### config.mk
export PLATFORM = sky130hd
export DESIGN_NAME = hnfc_stats
export DESIGN_NICKNAME = d
export VERILOG_FILES = /design/src/sv/h264_nal_frame_counter_macros.svh /design/src/sv/hnfc_pkg.sv /design/src/sv/hnfc_stats.sv
export SDC_FILE = /design/constraint.sdc
export NUM_CORES = 1
export LEC_CHECK = 0
export ABC_CLOCK_PERIOD_IN_PS = 3800
export BUFFER_PORTS_ARGS = -buffer_cell sky130_fd_sc_hd__buf_4
export CAP_MARGIN = 25
export CORE_MARGIN = 2
export CORE_UTILIZATION = 30
export DETAILED_ROUTE_END_ITERATION = 8
export GPL_TIMING_DRIVEN = 0
export PLACE_DENSITY = 0.51
export SYNTH_ARGS = -nofsm -noshare
export SYNTH_HDL_FRONTEND = slang
export SYNTH_SLANG_ARGS = --single-unit
### constraint.sdc
create_clock -name clock -period 3.8 [get_ports clock]
set_clock_uncertainty 0.15 [all_clocks]
set_input_delay 0.57 -clock clock [delete_from_list [all_inputs] [get_ports clock]]
set_output_delay 0.57 -clock clock [all_outputs]
set_load 0.01 [all_outputs]
### src/sv/h264_nal_frame_counter_macros.svh
// ---------------------------------------------------------------------------
// h264_nal_frame_counter_macros: assertion macros
// Concurrent assertion wrappers, sampled on clock; compiled out when
// NO_ASSERTIONS is defined.
// ---------------------------------------------------------------------------
`ifndef H264_NAL_FRAME_COUNTER_MACROS_SVH
`define H264_NAL_FRAME_COUNTER_MACROS_SVH

`ifndef NO_ASSERTIONS
// checked only outside reset
`define HNFC_ASSERT(lbl, prop, msg) \
   lbl: assert property (@(posedge clock) disable iff (reset) prop) else $error(msg);
// checked at every edge, reset included
`define HNFC_ASSERT_ALWAYS(lbl, prop, msg) \
   lbl: assert property (@(posedge clock) prop) else $error(msg);
`else
`define HNFC_ASSERT(lbl, prop, msg)
`define HNFC_ASSERT_ALWAYS(lbl, prop, msg)
`endif

`endif

### src/sv/hnfc_pkg.sv
// ---------------------------------------------------------------------------
// hnfc_pkg: shared types and constants of the NAL frame counter
// Header codes, match phases, categories and the byte scanner function.
// ---------------------------------------------------------------------------
package hnfc_pkg;

   localparam int HDR_BITS       = 8;
   localparam int HIST_DEPTH     = 1 << HDR_BITS;
   localparam int COUNT_BITS_DEF = 32;
   localparam int OUT_BITS       = 32;
   localparam int MARK_BIT       = 7;

   // header byte codes
   localparam logic [HDR_BITS-1:0] HDR_IDR_A    = 8'h25;
   localparam logic [HDR_BITS-1:0] HDR_IDR_B    = 8'h45;
   localparam logic [HDR_BITS-1:0] HDR_IDR_C    = 8'h65;
   localparam logic [HDR_BITS-1:0] HDR_SLICE_A  = 8'h01;
   localparam logic [HDR_BITS-1:0] HDR_SLICE_B  = 8'h21;
   localparam logic [HDR_BITS-1:0] HDR_SLICE_C  = 8'h41;
   localparam logic [HDR_BITS-1:0] HDR_SLICE_D  = 8'h61;
   localparam logic [HDR_BITS-1:0] HDR_AUD      = 8'h09;
   localparam logic [HDR_BITS-1:0] HDR_SPS      = 8'h67;
   localparam logic [HDR_BITS-1:0] HDR_PPS      = 8'h68;
   localparam logic [HDR_BITS-1:0] BYTE_ZERO    = 8'h00;
   localparam logic [HDR_BITS-1:0] BYTE_ONE     = 8'h01;

   typedef enum logic [2:0] {
      PH_IDLE   = 3'd0,
      PH_ZERO1  = 3'd1,
      PH_ZEROS  = 3'd2,
      PH_HEADER = 3'd3,
      PH_CHECK  = 3'd4
   } phase_type;

   typedef enum logic [1:0] {
      CAT_IDR     = 2'd0,
      CAT_NON_IDR = 2'd1,
      CAT_PARAM   = 2'd2,
      CAT_OTHER   = 2'd3
   } cat_type;

   // scanner to counters: one check beat
   typedef struct packed {
      logic                check;   // check beat accepted
      logic                count;   // header counted (mark bit set)
      logic [HDR_BITS-1:0] header;
      cat_type             cat;
   } scan_evt_type;

   function automatic phase_type scan_byte(phase_type ph, logic [HDR_BITS-1:0] b);
      phase_type nx;
      case (ph)
         PH_ZEROS: begin
            if (b == BYTE_ZERO)     nx = PH_ZEROS;
            else if (b == BYTE_ONE) nx = PH_HEADER;
            else                    nx = PH_IDLE;
         end
         PH_ZERO1: nx = (b == BYTE_ZERO) ? PH_ZEROS : PH_IDLE;
         default:  nx = (b == BYTE_ZERO) ? PH_ZERO1 : PH_IDLE;
      endcase
      return nx;
   endfunction

   function automatic cat_type classify(logic [HDR_BITS-1:0] h);
      cat_type c;
      case (h) inside
         HDR_IDR_A, HDR_IDR_B, HDR_IDR_C:                c = CAT_IDR;
         HDR_SLICE_A, HDR_SLICE_B, HDR_SLICE_C, HDR_SLICE_D: c = CAT_NON_IDR;
         HDR_AUD, HDR_SPS, HDR_PPS:                      c = CAT_PARAM;
         default:                                        c = CAT_OTHER;
      endcase
      return c;
   endfunction

endpackage

### src/sv/hnfc_stats.sv
// ---------------------------------------------------------------------------
// hnfc_stats: frame and GOP counters
// Saturating frame count, frames since last IDR and largest IDR gap.
// ---------------------------------------------------------------------------
module hnfc_stats #(
   parameter int COUNT_BITS = hnfc_pkg::COUNT_BITS_DEF
) (
   input  logic                   clock,
   input  logic                   reset,
   input  hnfc_pkg::scan_evt_type evt,
   output logic [COUNT_BITS-1:0]  frames_in,
   output logic [COUNT_BITS-1:0]  gop_in
);

   logic [COUNT_BITS-1:0] frames_ff, since_ff, gop_ff, since_in, since_inc;
   logic                  is_frame, is_idr, frames_full, step, gap_larger;

   always_ff @(posedge clock) begin
      if (reset) begin
         frames_ff <= '0;
         since_ff  <= '0;
         gop_ff    <= '0;
      end else begin
         frames_ff <= frames_in;
         since_ff  <= since_in;
         gop_ff    <= gop_in;
      end
   end

   // since_ff tracks frames_ff minus the last IDR position; it never wraps
   always_comb begin
      is_idr      = evt.count && evt.cat == hnfc_pkg::CAT_IDR;
      is_frame    = is_idr || (evt.count && evt.cat == hnfc_pkg::CAT_NON_IDR);
      frames_full = &frames_ff;
      step        = is_frame && !frames_full;
      since_inc   = since_ff + COUNT_BITS'(1);
      frames_in   = step ? frames_ff + COUNT_BITS'(1) : frames_ff;
      gap_larger  = frames_full ? (since_ff > gop_ff) : (since_ff >= gop_ff);
      gop_in      = gop_ff;
      since_in    = step ? since_inc : since_ff;
      if (is_idr) begin
         if (gap_larger) gop_in = frames_full ? since_ff : since_inc;
         since_in = '0;
      end
   end

endmodule
==> summary.md <==
| Metric | Value |
|---|---|
| Outcome | `complete, no violations` |
| Ys Warns | `0` |
| WP buf/inv | `2` |
| CTS buffer count | `9` |
| RSZ-0062 raised after global routing | `yes` |
| Fin crit share | `0.9619` |
| Largest net degree at the start of global routing | `19` |
| CP max-delay cell | `dfxtp_1` |
| Synthesized area per cell | `8.279 um2` |
| Initial antenna violation count | `0` |
| 1st-iter DRT viols | `421` |
| Commonest non-fill, non-tap cell in the layout | `dfxtp_1` |
| Routability cong. | `0.8222` |
| # hold bufs at CTS | `0` |
| HPWL Detailed | `14100 um` |
| Setup crit end kind | `primary output` |
| Most frequent cells in the layout | `dfxtp_1 (91), buf_4 (85), nand2_1 (58)` |
| Max_cap viols | `0` |
| DP Area | `7074 um2` |
| Grt total ovfl | `0` |
| FMAX | `273.6 MHz` |
| Dominant synthesized flop cell | `dfxtp_1` |
| Die ar. | `21920 um2` |
| H-tree Lvls | `3` |
| Most used cell, CP | `o31a_1` |
| Final instance area | `7630 um2` |
| Vias in the first global route | `5528` |
| Detailed Routing Iterations Pass 1 | `7` |
| Crit path DAT | `2.94 ns` |
| #FFs+latches synth | `96` |
| Yosys cell types | `55` |
| Die span in y | `148.1 um` |
| Buffers on Ports | `68` |
| CP Class | `flip-flop to primary output` |
| Number of synthesized flops with an enable pin | `0` |
| Drt total wl | `18980 um` |
| Post-synthesis async set-or-reset flop share | `0` |
| Minimum clock period | `3.655 ns` |
| CP Max Fanout | `7` |
| CP Launch Type | `flip-flop` |
| Hold WC Path Type | `primary input to flip-flop` |
| Proportion of layout cells with a drive suffix above 1 | `0.1901` |
| Syn_nets | `800` |
| GRT Overall Usage | `0.1730` |
| Final core utilization | `0.3759` |
| Antenna Nets Post-Route | `0` |
| Synth top area share | `0.3087` |
| CP peak stage delay | `0.37 ns` |
| First-pass GRT wire length | `29880 um` |
| Root Driver | `clkbuf_16` |
| Synth Cell Area | `6226 um2` |
| Vias post-DR | `5782` |
| Worst EP required | `3.08 ns` |
| Top delay family on crit path | `simple AND/OR/NAND/NOR gates` |
| WL/cell | `16.99 um` |
| Final Total Pwr | `3.176 mW` |
| Residual DRC | `0` |
| Area Overhead vs Synth | `22.55%` |
| Worst slew pin tran | `0.7670 ns` |
| Cell area power density | `416.2 nW/um2` |
| Num Clock Sinks | `96` |
| Core Region | `20300 um2` |
| Vias per cell | `5.176` |
| Initial Util | `0.3067` |
| Count of final setup violators | `0` |
| # diodes | `0` |
| Die W | `148.1 um` |
| Peak supply drop | `205.3 uV` |
| CTS tree | `yes` |
| Final hold violation count | `0` |
| Slew margin rel. | `0.4887` |
| Cell leakage power | `3.018 nW` |
| Mapped Cells | `752` |
| Max Root-Sink Buffers | `2` |
| Clock-pin slew of the registers on the worst-case setup and hold paths | `0.08 ns` |
| Register area share after synthesis | `0.3087` |
| Max-slew violations | `0` |
| Post-synth top area cell | `dfxtp_1` |
| Top Ports | `78` |
| Clk_lat worst skew | `0.36 ns` |
| Row count | `52` |
| Crit-path cells | `ha_1 -> nand4_1 -> nor4_2 -> nand3_1 -> o31a_1 -> o31a_1 -> buf_6 -> mux2_1 -> buf_4` |
| Final net count | `890` |
| Most area-consuming cells after synthesis | `dfxtp_1 (31%), ha_1 (6.8%), xnor2_1 (6.0%)` |
[logic make-up (layout without fill, tap and decap cells)]
family                     after synthesis  count (layout)  share of synthesized area
xor gates and xnor gates                66              66                    0.09284
AOI/OAI and AO/OA                      160             160                     0.1827
and+or+nand+nor                        282             282                     0.2426
adders and majority gates               34              34                    0.06833
DFF                                     96              96                     0.3087
buffers and inverters                   88             183                    0.06250
muxes                                   26              26                    0.04240
[synthesized netlist by cell type, types with 6 or more instances]
cell / number
dfxtp_1: 96
nand2_1: 59
nor2_1: 49
xnor2_1: 43
inv_1: 41
a21oi_1: 40
o21ai_0: 38
and2_1: 36
ha_1: 34
nand3_1: 31
clkbuf_1: 29
nand4_1: 26
mux2i_1: 23
xor2_1: 23
nor4_1: 18
or3_1: 16
nor3_1: 13
and4_1: 11
buf_2: 11
o31a_1: 11
a31oi_1: 10
and3_1: 9
a211oi_2: 8
o211a_1: 8
o311a_1: 6
[through the flow]
step,instances,hold WS (ns),TNS (ns),setup WS [ns]
6_report,1117,0.2921,0,0.1448
3_5_place_dp,1090,0.3012,0,0.08096
4_1_cts,1109,0.2783,0,0.01198
3_3_place_gp,1090,0.2945,0,0.01277
2_1_floorplan,752,0.2847,0,0.8216
5_1_grt,1117,0.2884,-0.06397,-0.01748
[worst reg2reg max path, cell delays in order, from the launching register on]
cell,delay [ns]
dfxtp_1,0.37
ha_1,0.35
nand4_1,0.21
nor4_2,0.37
nand3_1,0.17
o31a_1,0.31
buf_4,0.16
o31ai_4,0.09
buf_4,0.22
buf_4,0.26
mux2i_1,0.22
[report_power, final]
| part | switching [mW] | internal, mW |
|---|---|---|
| combinational | 0.673 | 0.506 |
| sequential | 0.0251 | 1.06 |
| clock | 0.454 | 0.460 |
| total | 1.15 | 2.02 |
[final cells by class]
type	count	area, um2
Clock buffer	9	225.2
Multi-Input combinational cell	568	4054
Buffer	46	267.8
Tap cell	270	337.8
Fill cell	2185	12670
Sequential cell	96	1928
Inverter	41	153.9
Clock inverter	7	62.56
Timing Repair Buffer	80	600.6
[timing repair]
item                                   CTS  global route
buffers inserted                         3             9
setup endpoints to repair               32            35
endpoints found under the hold margin    0             0
resized for setup                       11            37
pin swaps                                2             5
[flip-flops by register name, summed over array words and instances, names as in the netlist]
signal / cells
frames_ff: 32
gop_ff: 32
since_ff: 32
[final timing paths]
check                                 start                     to  slack, ns  cells after the start
setup / recovery  since_ff[31]$_SDFFE_PP0P_              gop_in[0]       0.14                      9
setup reg to reg  since_ff[31]$_SDFFE_PP0P_  gop_ff[27]$_SDFF_PP0_       0.86                     10
hold / removal                        reset  gop_ff[12]$_SDFF_PP0_       0.29                      2
hold reg to reg       gop_ff[30]$_SDFF_PP0_  gop_ff[30]$_SDFF_PP0_       0.31                      2
[metal layers]
| layer | vias to the layer above | share of wire | wire, um | track usage |
|---|---|---|---|---|
| li1 | 2896 | - | - | - |
| met1 | 2713 | 0.49 | 9315 | 0.2489 |
| met2 | 153 | 0.44 | 8411 | 0.2671 |
| met3 | 20 | 0.050 | 952 | 0.03037 |
| met4 | 0 | 0.016 | 302 | 0.04667 |
| met5 | - | 0 | 0 | 0 |
Note: power is estimated with default switching activity, not from simulation.
