File: src/sv/h264_nal_frame_counter_macros.svh
// ---------------------------------------------------------------------------
// h264_nal_frame_counter_macros: assertion macros
// Concurrent assertion wrappers, sampled on clock; compiled out when
// NO_ASSERTIONS is defined.
// ---------------------------------------------------------------------------
`ifndef H264_NAL_FRAME_COUNTER_MACROS_SVH
`define H264_NAL_FRAME_COUNTER_MACROS_SVH

`ifndef NO_ASSERTIONS
// checked only outside reset
`define HNFC_ASSERT(lbl, prop, msg) \
   lbl: assert property (@(posedge clock) disable iff (reset) prop) else $error(msg);
// checked at every edge, reset included
`define HNFC_ASSERT_ALWAYS(lbl, prop, msg) \
   lbl: assert property (@(posedge clock) prop) else $error(msg);
`else
`define HNFC_ASSERT(lbl, prop, msg)
`define HNFC_ASSERT_ALWAYS(lbl, prop, msg)
`endif

`endif

File: src/sv/hnfc_pkg.sv
// ---------------------------------------------------------------------------
// hnfc_pkg: shared types and constants of the NAL frame counter
// Header codes, match phases, categories and the byte scanner function.
// ---------------------------------------------------------------------------
package hnfc_pkg;

   localparam int HDR_BITS       = 8;
   localparam int HIST_DEPTH     = 1 << HDR_BITS;
   localparam int COUNT_BITS_DEF = 32;
   localparam int OUT_BITS       = 32;
   localparam int MARK_BIT       = 7;

   // header byte codes
   localparam logic [HDR_BITS-1:0] HDR_IDR_A    = 8'h25;
   localparam logic [HDR_BITS-1:0] HDR_IDR_B    = 8'h45;
   localparam logic [HDR_BITS-1:0] HDR_IDR_C    = 8'h65;
   localparam logic [HDR_BITS-1:0] HDR_SLICE_A  = 8'h01;
   localparam logic [HDR_BITS-1:0] HDR_SLICE_B  = 8'h21;
   localparam logic [HDR_BITS-1:0] HDR_SLICE_C  = 8'h41;
   localparam logic [HDR_BITS-1:0] HDR_SLICE_D  = 8'h61;
   localparam logic [HDR_BITS-1:0] HDR_AUD      = 8'h09;
   localparam logic [HDR_BITS-1:0] HDR_SPS      = 8'h67;
   localparam logic [HDR_BITS-1:0] HDR_PPS      = 8'h68;
   localparam logic [HDR_BITS-1:0] BYTE_ZERO    = 8'h00;
   localparam logic [HDR_BITS-1:0] BYTE_ONE     = 8'h01;

   typedef enum logic [2:0] {
      PH_IDLE   = 3'd0,
      PH_ZERO1  = 3'd1,
      PH_ZEROS  = 3'd2,
      PH_HEADER = 3'd3,
      PH_CHECK  = 3'd4
   } phase_type;

   typedef enum logic [1:0] {
      CAT_IDR     = 2'd0,
      CAT_NON_IDR = 2'd1,
      CAT_PARAM   = 2'd2,
      CAT_OTHER   = 2'd3
   } cat_type;

   // scanner to counters: one check beat
   typedef struct packed {
      logic                check;   // check beat accepted
      logic                count;   // header counted (mark bit set)
      logic [HDR_BITS-1:0] header;
      cat_type             cat;
   } scan_evt_type;

   function automatic phase_type scan_byte(phase_type ph, logic [HDR_BITS-1:0] b);
      phase_type nx;
      case (ph)
         PH_ZEROS: begin
            if (b == BYTE_ZERO)     nx = PH_ZEROS;
            else if (b == BYTE_ONE) nx = PH_HEADER;
            else                    nx = PH_IDLE;
         end
         PH_ZERO1: nx = (b == BYTE_ZERO) ? PH_ZEROS : PH_IDLE;
         default:  nx = (b == BYTE_ZERO) ? PH_ZERO1 : PH_IDLE;
      endcase
      return nx;
   endfunction

   function automatic cat_type classify(logic [HDR_BITS-1:0] h);
      cat_type c;
      case (h) inside
         HDR_IDR_A, HDR_IDR_B, HDR_IDR_C:                c = CAT_IDR;
         HDR_SLICE_A, HDR_SLICE_B, HDR_SLICE_C, HDR_SLICE_D: c = CAT_NON_IDR;
         HDR_AUD, HDR_SPS, HDR_PPS:                      c = CAT_PARAM;
         default:                                        c = CAT_OTHER;
      endcase
      return c;
   endfunction

endpackage

File: src/sv/hnfc_scan.sv
// ---------------------------------------------------------------------------
// hnfc_scan: start code scanner
// Tracks 00 00 01, holds the header byte and classifies it on the check beat.
// ---------------------------------------------------------------------------
module hnfc_scan (
   input  logic                          clock,
   input  logic                          reset,
   input  logic                          beat,        // input beat accepted
   input  logic [hnfc_pkg::HDR_BITS-1:0] data_byte,
   output logic                          at_check,
   output logic [hnfc_pkg::HDR_BITS-1:0] rd_addr,
   output hnfc_pkg::scan_evt_type        evt
);

   hnfc_pkg::phase_type           phase_ff, phase_in;
   logic [hnfc_pkg::HDR_BITS-1:0] held_ff, held_in;
   hnfc_pkg::cat_type             cat;
   logic                          marked;

   always_ff @(posedge clock) begin
      if (reset) begin
         phase_ff <= hnfc_pkg::PH_IDLE;
         held_ff  <= '0;
      end else begin
         phase_ff <= phase_in;
         held_ff  <= held_in;
      end
   end

   always_comb begin
      cat        = hnfc_pkg::classify(held_ff);
      marked     = data_byte[hnfc_pkg::MARK_BIT];
      phase_in   = phase_ff;
      held_in    = held_ff;
      evt.check  = 1'b0;
      evt.count  = 1'b0;
      evt.header = held_ff;
      evt.cat    = cat;
      if (beat) begin
         case (phase_ff)
            hnfc_pkg::PH_HEADER: begin
               held_in  = data_byte;
               phase_in = hnfc_pkg::PH_CHECK;
            end
            hnfc_pkg::PH_CHECK: begin
               evt.check = 1'b1;
               evt.count = marked;
               // frames, and marked parameter sets, swallow both bytes
               if (cat == hnfc_pkg::CAT_IDR || cat == hnfc_pkg::CAT_NON_IDR ||
                   (cat == hnfc_pkg::CAT_PARAM && marked)) begin
                  phase_in = hnfc_pkg::PH_IDLE;
               end else begin
                  phase_in = hnfc_pkg::scan_byte(
                     hnfc_pkg::scan_byte(hnfc_pkg::PH_IDLE, held_ff), data_byte);
               end
            end
            default: phase_in = hnfc_pkg::scan_byte(phase_ff, data_byte);
         endcase
      end
   end

   assign at_check = (phase_ff == hnfc_pkg::PH_CHECK);
   // follow the header byte so its count is read by the check beat
   assign rd_addr  = (beat && phase_ff == hnfc_pkg::PH_HEADER) ? data_byte : held_ff;

endmodule

File: config.mk
export PLATFORM = sky130hd
export DESIGN_NAME = hnfc_scan
export DESIGN_NICKNAME = d
export VERILOG_FILES = /design/src/sv/h264_nal_frame_counter_macros.svh /design/src/sv/hnfc_pkg.sv /design/src/sv/hnfc_scan.sv
export SDC_FILE = /design/constraint.sdc
export NUM_CORES = 1
export LEC_CHECK = 0
export BUFFER_PORTS_ARGS = -buffer_cell sky130_fd_sc_hd__buf_2
export CAP_MARGIN = 25
export CORE_ASPECT_RATIO = 1.2
export CORE_MARGIN = 2
export CORE_UTILIZATION = 40
export CTS_CLUSTER_DIAMETER = 120
export DETAILED_ROUTE_END_ITERATION = 7
export GPL_TIMING_DRIVEN = 0
export PLACE_DENSITY = 0.72
export SLEW_MARGIN = 25
export SYNTH_ARGS = -nofsm -noshare
export SYNTH_HDL_FRONTEND = slang
export SYNTH_SLANG_ARGS = --single-unit
export TNS_END_PERCENT = 50
File: constraint.sdc
create_clock -name clock -period 1.3 [get_ports clock]
set_input_delay 0.195 -clock clock [delete_from_list [all_inputs] [get_ports clock]]
set_output_delay 0.195 -clock clock [all_outputs]
set_load 0.05 [all_outputs]
==> metrics.md <==
| Metric | Value |
|---|---|
| Status | finished, violations left |
| Failing checks | negative setup slack |
| Max-slew headroom | 0.6635 |
| GR peak layer | met2 |
| CORE AREA | 0.001642 sq mm |
| Syn Nets | 87 |
| M2 GR Usage | 0.3744 |
| Met3 Track Usage GR | 0.03297 |
| Placer Congestion | 0.7481 |
| Setup ws final | -406.2 ps |
| Cells after synthesis | between 70 and 80 |
| Mux share of post-synthesis cell area | 0.1413 |
| Maximum VDD drop | 408.6 uV |
| Clock transition at path regs | 70 ps |
| DR iter-0 viols | 13 |
| Row cnt | 16 |
| CTS tree | done |
| Worst Path Arrival | ~1500 ps |
| Max Fclk | 586.1 MHz |
| Dpl hpwl | 1.264 mm |
| RSZ-0062 raised after global routing | yes |
| Clock Latency Late Sink | 270 ps |
| Crit. End Element | output port |
| Post-synthesis sequential area ratio | 0.3110 |
| Class of the worst hold path | in -> reg |
| Root Buffer | clkbuf_4 |
| Largest net degree at the start of global routing | 12 |
| LEAKAGE | approximately 0.59 nW |
| Ports | 32 |
| Final number of setup-violating endpoints | 15 |
| Count of final hold-check violations | 0 |
| Hold Path End | phase_ff[0]$_SDFFE_PP0P_ |
| Final #Nets | 136 |
| PwrDens | 547.6 mW/mm^2 |
| WS Path Type | reg -> out |
| Dpl cell area | 947.2 sq um |
| Grt ovf | 0 |
| H-tree levels | 1 |
| Overall Global Routing Usage | 0.2063 |
| Drc violations | 0 |
| Ant. Diodes | 0 |
| Clk buf depth | 2 |
| Startpoint Class | flop |
| Vias per inst | roughly 5.5 |
| Simple-gate share of the synthesized area | 0.3640 |
| Most frequent cells in the layout | buf_2 (17), buf_4 (15), buf_6 (10) |
| Initial core utilization | 0.4314 |
| Die X | ~42 um |
| Design area | between 0.001 and 0.0015 sq mm |
| Antenna violations before repair | 0 |
| Drt first pass iters | 5 |
| Synth Area in Compound Gates | 0.1413 |
| Via Count | 781 |
| Adder-Cell Fraction of Synth Area | 0 |
| Max Slew Vio Count | 0 |
| Drt total wl | 2.133 mm |
| Clock Skews | 3.336 ps |
| Distinct cell type count after synthesis | 33 |
| First-pass GRT wire length | 3.325 mm |
| Critical Path Fanout Max | 4 |
| Register bit count reported by yosys | 11 |
| TritonCTS Buffers | 3 |
| Hold Crit Depth | 2 |
| Reg2reg start | phase_ff[1]$_SDFFE_PP0P_ |
| Most common cell after layout, fill and taps aside | buf_2 |
| Port Buf Inserts | 30 |
| Number of global-route vias before repair | 756 |
| Die footprint | approximately 0.0021 sq mm |
| Data required, critical path | 1110 ps |
| Synth Area in XOR/XNOR | 0 |
| Final Cycle Share | 1.312 |
| Layout cells sized above 1 | 0.7177 |
| FF-to-FF setup slack | -110 ps |
| Hold Startpoint | reset |
| Routed WL per cell | 15.02 um |
| Mean Syn Cell Area | just over 9 sq um |
| Largest family of logic cells by synthesized area | simple AND/OR/NAND/NOR gates |
| Synthesized area | 708.2 sq um |
| Die span in y | approximately 50 um |
| Fin util | 0.7736 |
| Met1 usage | 0.2433 |
| Critical R2R Capture | phase_ff[0]$_SDFFE_PP0P_ |
| Synth Warn # | 0 |
| Tmin final | 1706 ps |
| Routed Antenna Nets | 0 |
| # Max-Cap Violations | 0 |
| Worst-Margin Slew | 504.7 ps |
| R2R cell count | 7 |
| Clock Sinks | 11 |
| Area Growth Syn to Fin | 79.33% |
## cell families after synthesis
family	Yosys count
buffers and inverters	4
and+or+nand+nor	38
DFF	11
muxes	9
AOI/OAI and AO/OA	14
## critical path: stages, from the launching register on
cell and delay, ps:
dfxtp_2 340, or4_4 540, a21oi_4 150, nand2_2 70, buf_8 150
## metal layers
| metal | part of all wire | vias to the layer above | routed length (um) |
|---|---|---|---|
| li1 | - | 375 | - |
| met2 | 0.54 | 39 | 1149 |
| met3 | 0.077 | 2 | 165 |
| met5 | 0 | - | 0 |
| met4 | 0.0061 | 0 | 13 |
| met1 | 0.38 | 365 | 804 |
## how the worst max path moves through the flow
stage | start | endpoint | slack [ps] | depth (start not counted)
floorplan | held_ff[0]$_SDFFE_PP0P_ | evt[0] | -300 | 4
global placement | held_ff[5]$_SDFFE_PP0P_ | evt[0] | -380 | 5
detailed placement | held_ff[5]$_SDFFE_PP0P_ | evt[0] | -440 | 5
CTS | held_ff[7]$_SDFFE_PP0P_ | evt[1] | -400 | 4
global route | held_ff[7]$_SDFFE_PP0P_ | evt[1] | -450 | 4
finish | held_ff[4]$_SDFFE_PP0P_ | evt[1] | -410 | 4
## where the power goes
part           internal (mW)  switching [mW]
clock network          0.119           0.117
logic                 0.0559          0.0689
registers              0.331         0.00322
total                  0.506           0.190
## flip-flops by register name, indices dropped and copies added, names as in the netlist
| register | cells |
|---|---|
| held_ff | 8 |
| phase_ff | 3 |
## through the flow
| stage | setup slack [ps] | TNS (ps) | cells | hold slack [ps] | power [mW] |
|---|---|---|---|---|---|
| 2_1_floorplan | -304.0 | -3376 | 76 | 293.7 | 0.4116 |
| 3_3_place_gp | -382.8 | -4981 | 124 | 424.3 | 0.4420 |
| 3_5_place_dp | -435.1 | -4825 | 124 | 426.3 | 0.4441 |
| 4_1_cts | -402.1 | -3477 | 139 | 150.5 | 0.6862 |
| 5_1_grt | -447.3 | -4267 | 142 | 143.2 | 0.7315 |
| 6_report | -406.2 | -3612 | 142 | 136.4 | 0.6954 |
## area by class of cell
type,count,area [sq um]
flip-flops and latches,11,245.2
multi-input cells,62,601.8
plain buffers,4,33.78
clock buffers,4,26.28
well taps,18,22.52
fillers,103,371.6
repair buffers,43,340.3
## synthesized netlist by cell type (all sizes together)
master | instances | area [sq um]
nor3b | 1 | 12.51
nor3 | 3 | 15.01
nand2 | 4 | 15.01
nand2b | 2 | 12.51
and2 | 1 | 6.260
a21o | 1 | 8.760
or2 | 1 | 6.260
nor2b | 8 | 50.05
o21a | 2 | 15.01
buf | 3 | 26.27
dfxtp | 11 | 220.2
o41ai | 2 | 25.03
mux2 | 8 | 90.09
and3 | 1 | 6.260
a21oi | 5 | 25.02
nor2 | 7 | 26.28
nor4 | 1 | 6.260
or4 | 2 | 18.77
o2111ai | 1 | 8.760
nand4b | 1 | 15.01
o31ai | 1 | 7.510
mux2i | 1 | 10.01
o21ai | 2 | 10.01
nand3b | 1 | 7.510
clkbuf | 1 | 3.750
nand4bb | 1 | 27.53
and3b | 1 | 8.760
or3 | 1 | 6.260
nor4b | 1 | 8.760
and2b | 1 | 8.760
## what timing repair did
item / in CTS / in global routing
hold buffers: 0 / 0
buffers inserted: 10 / 3
cloned: 1 / 0
gates resized for setup: 41 / 7
pin swaps: 11 / 4
endpoints found under the setup margin: 23 / 15
No activity file was read; power rests on OpenSTA's default activity.
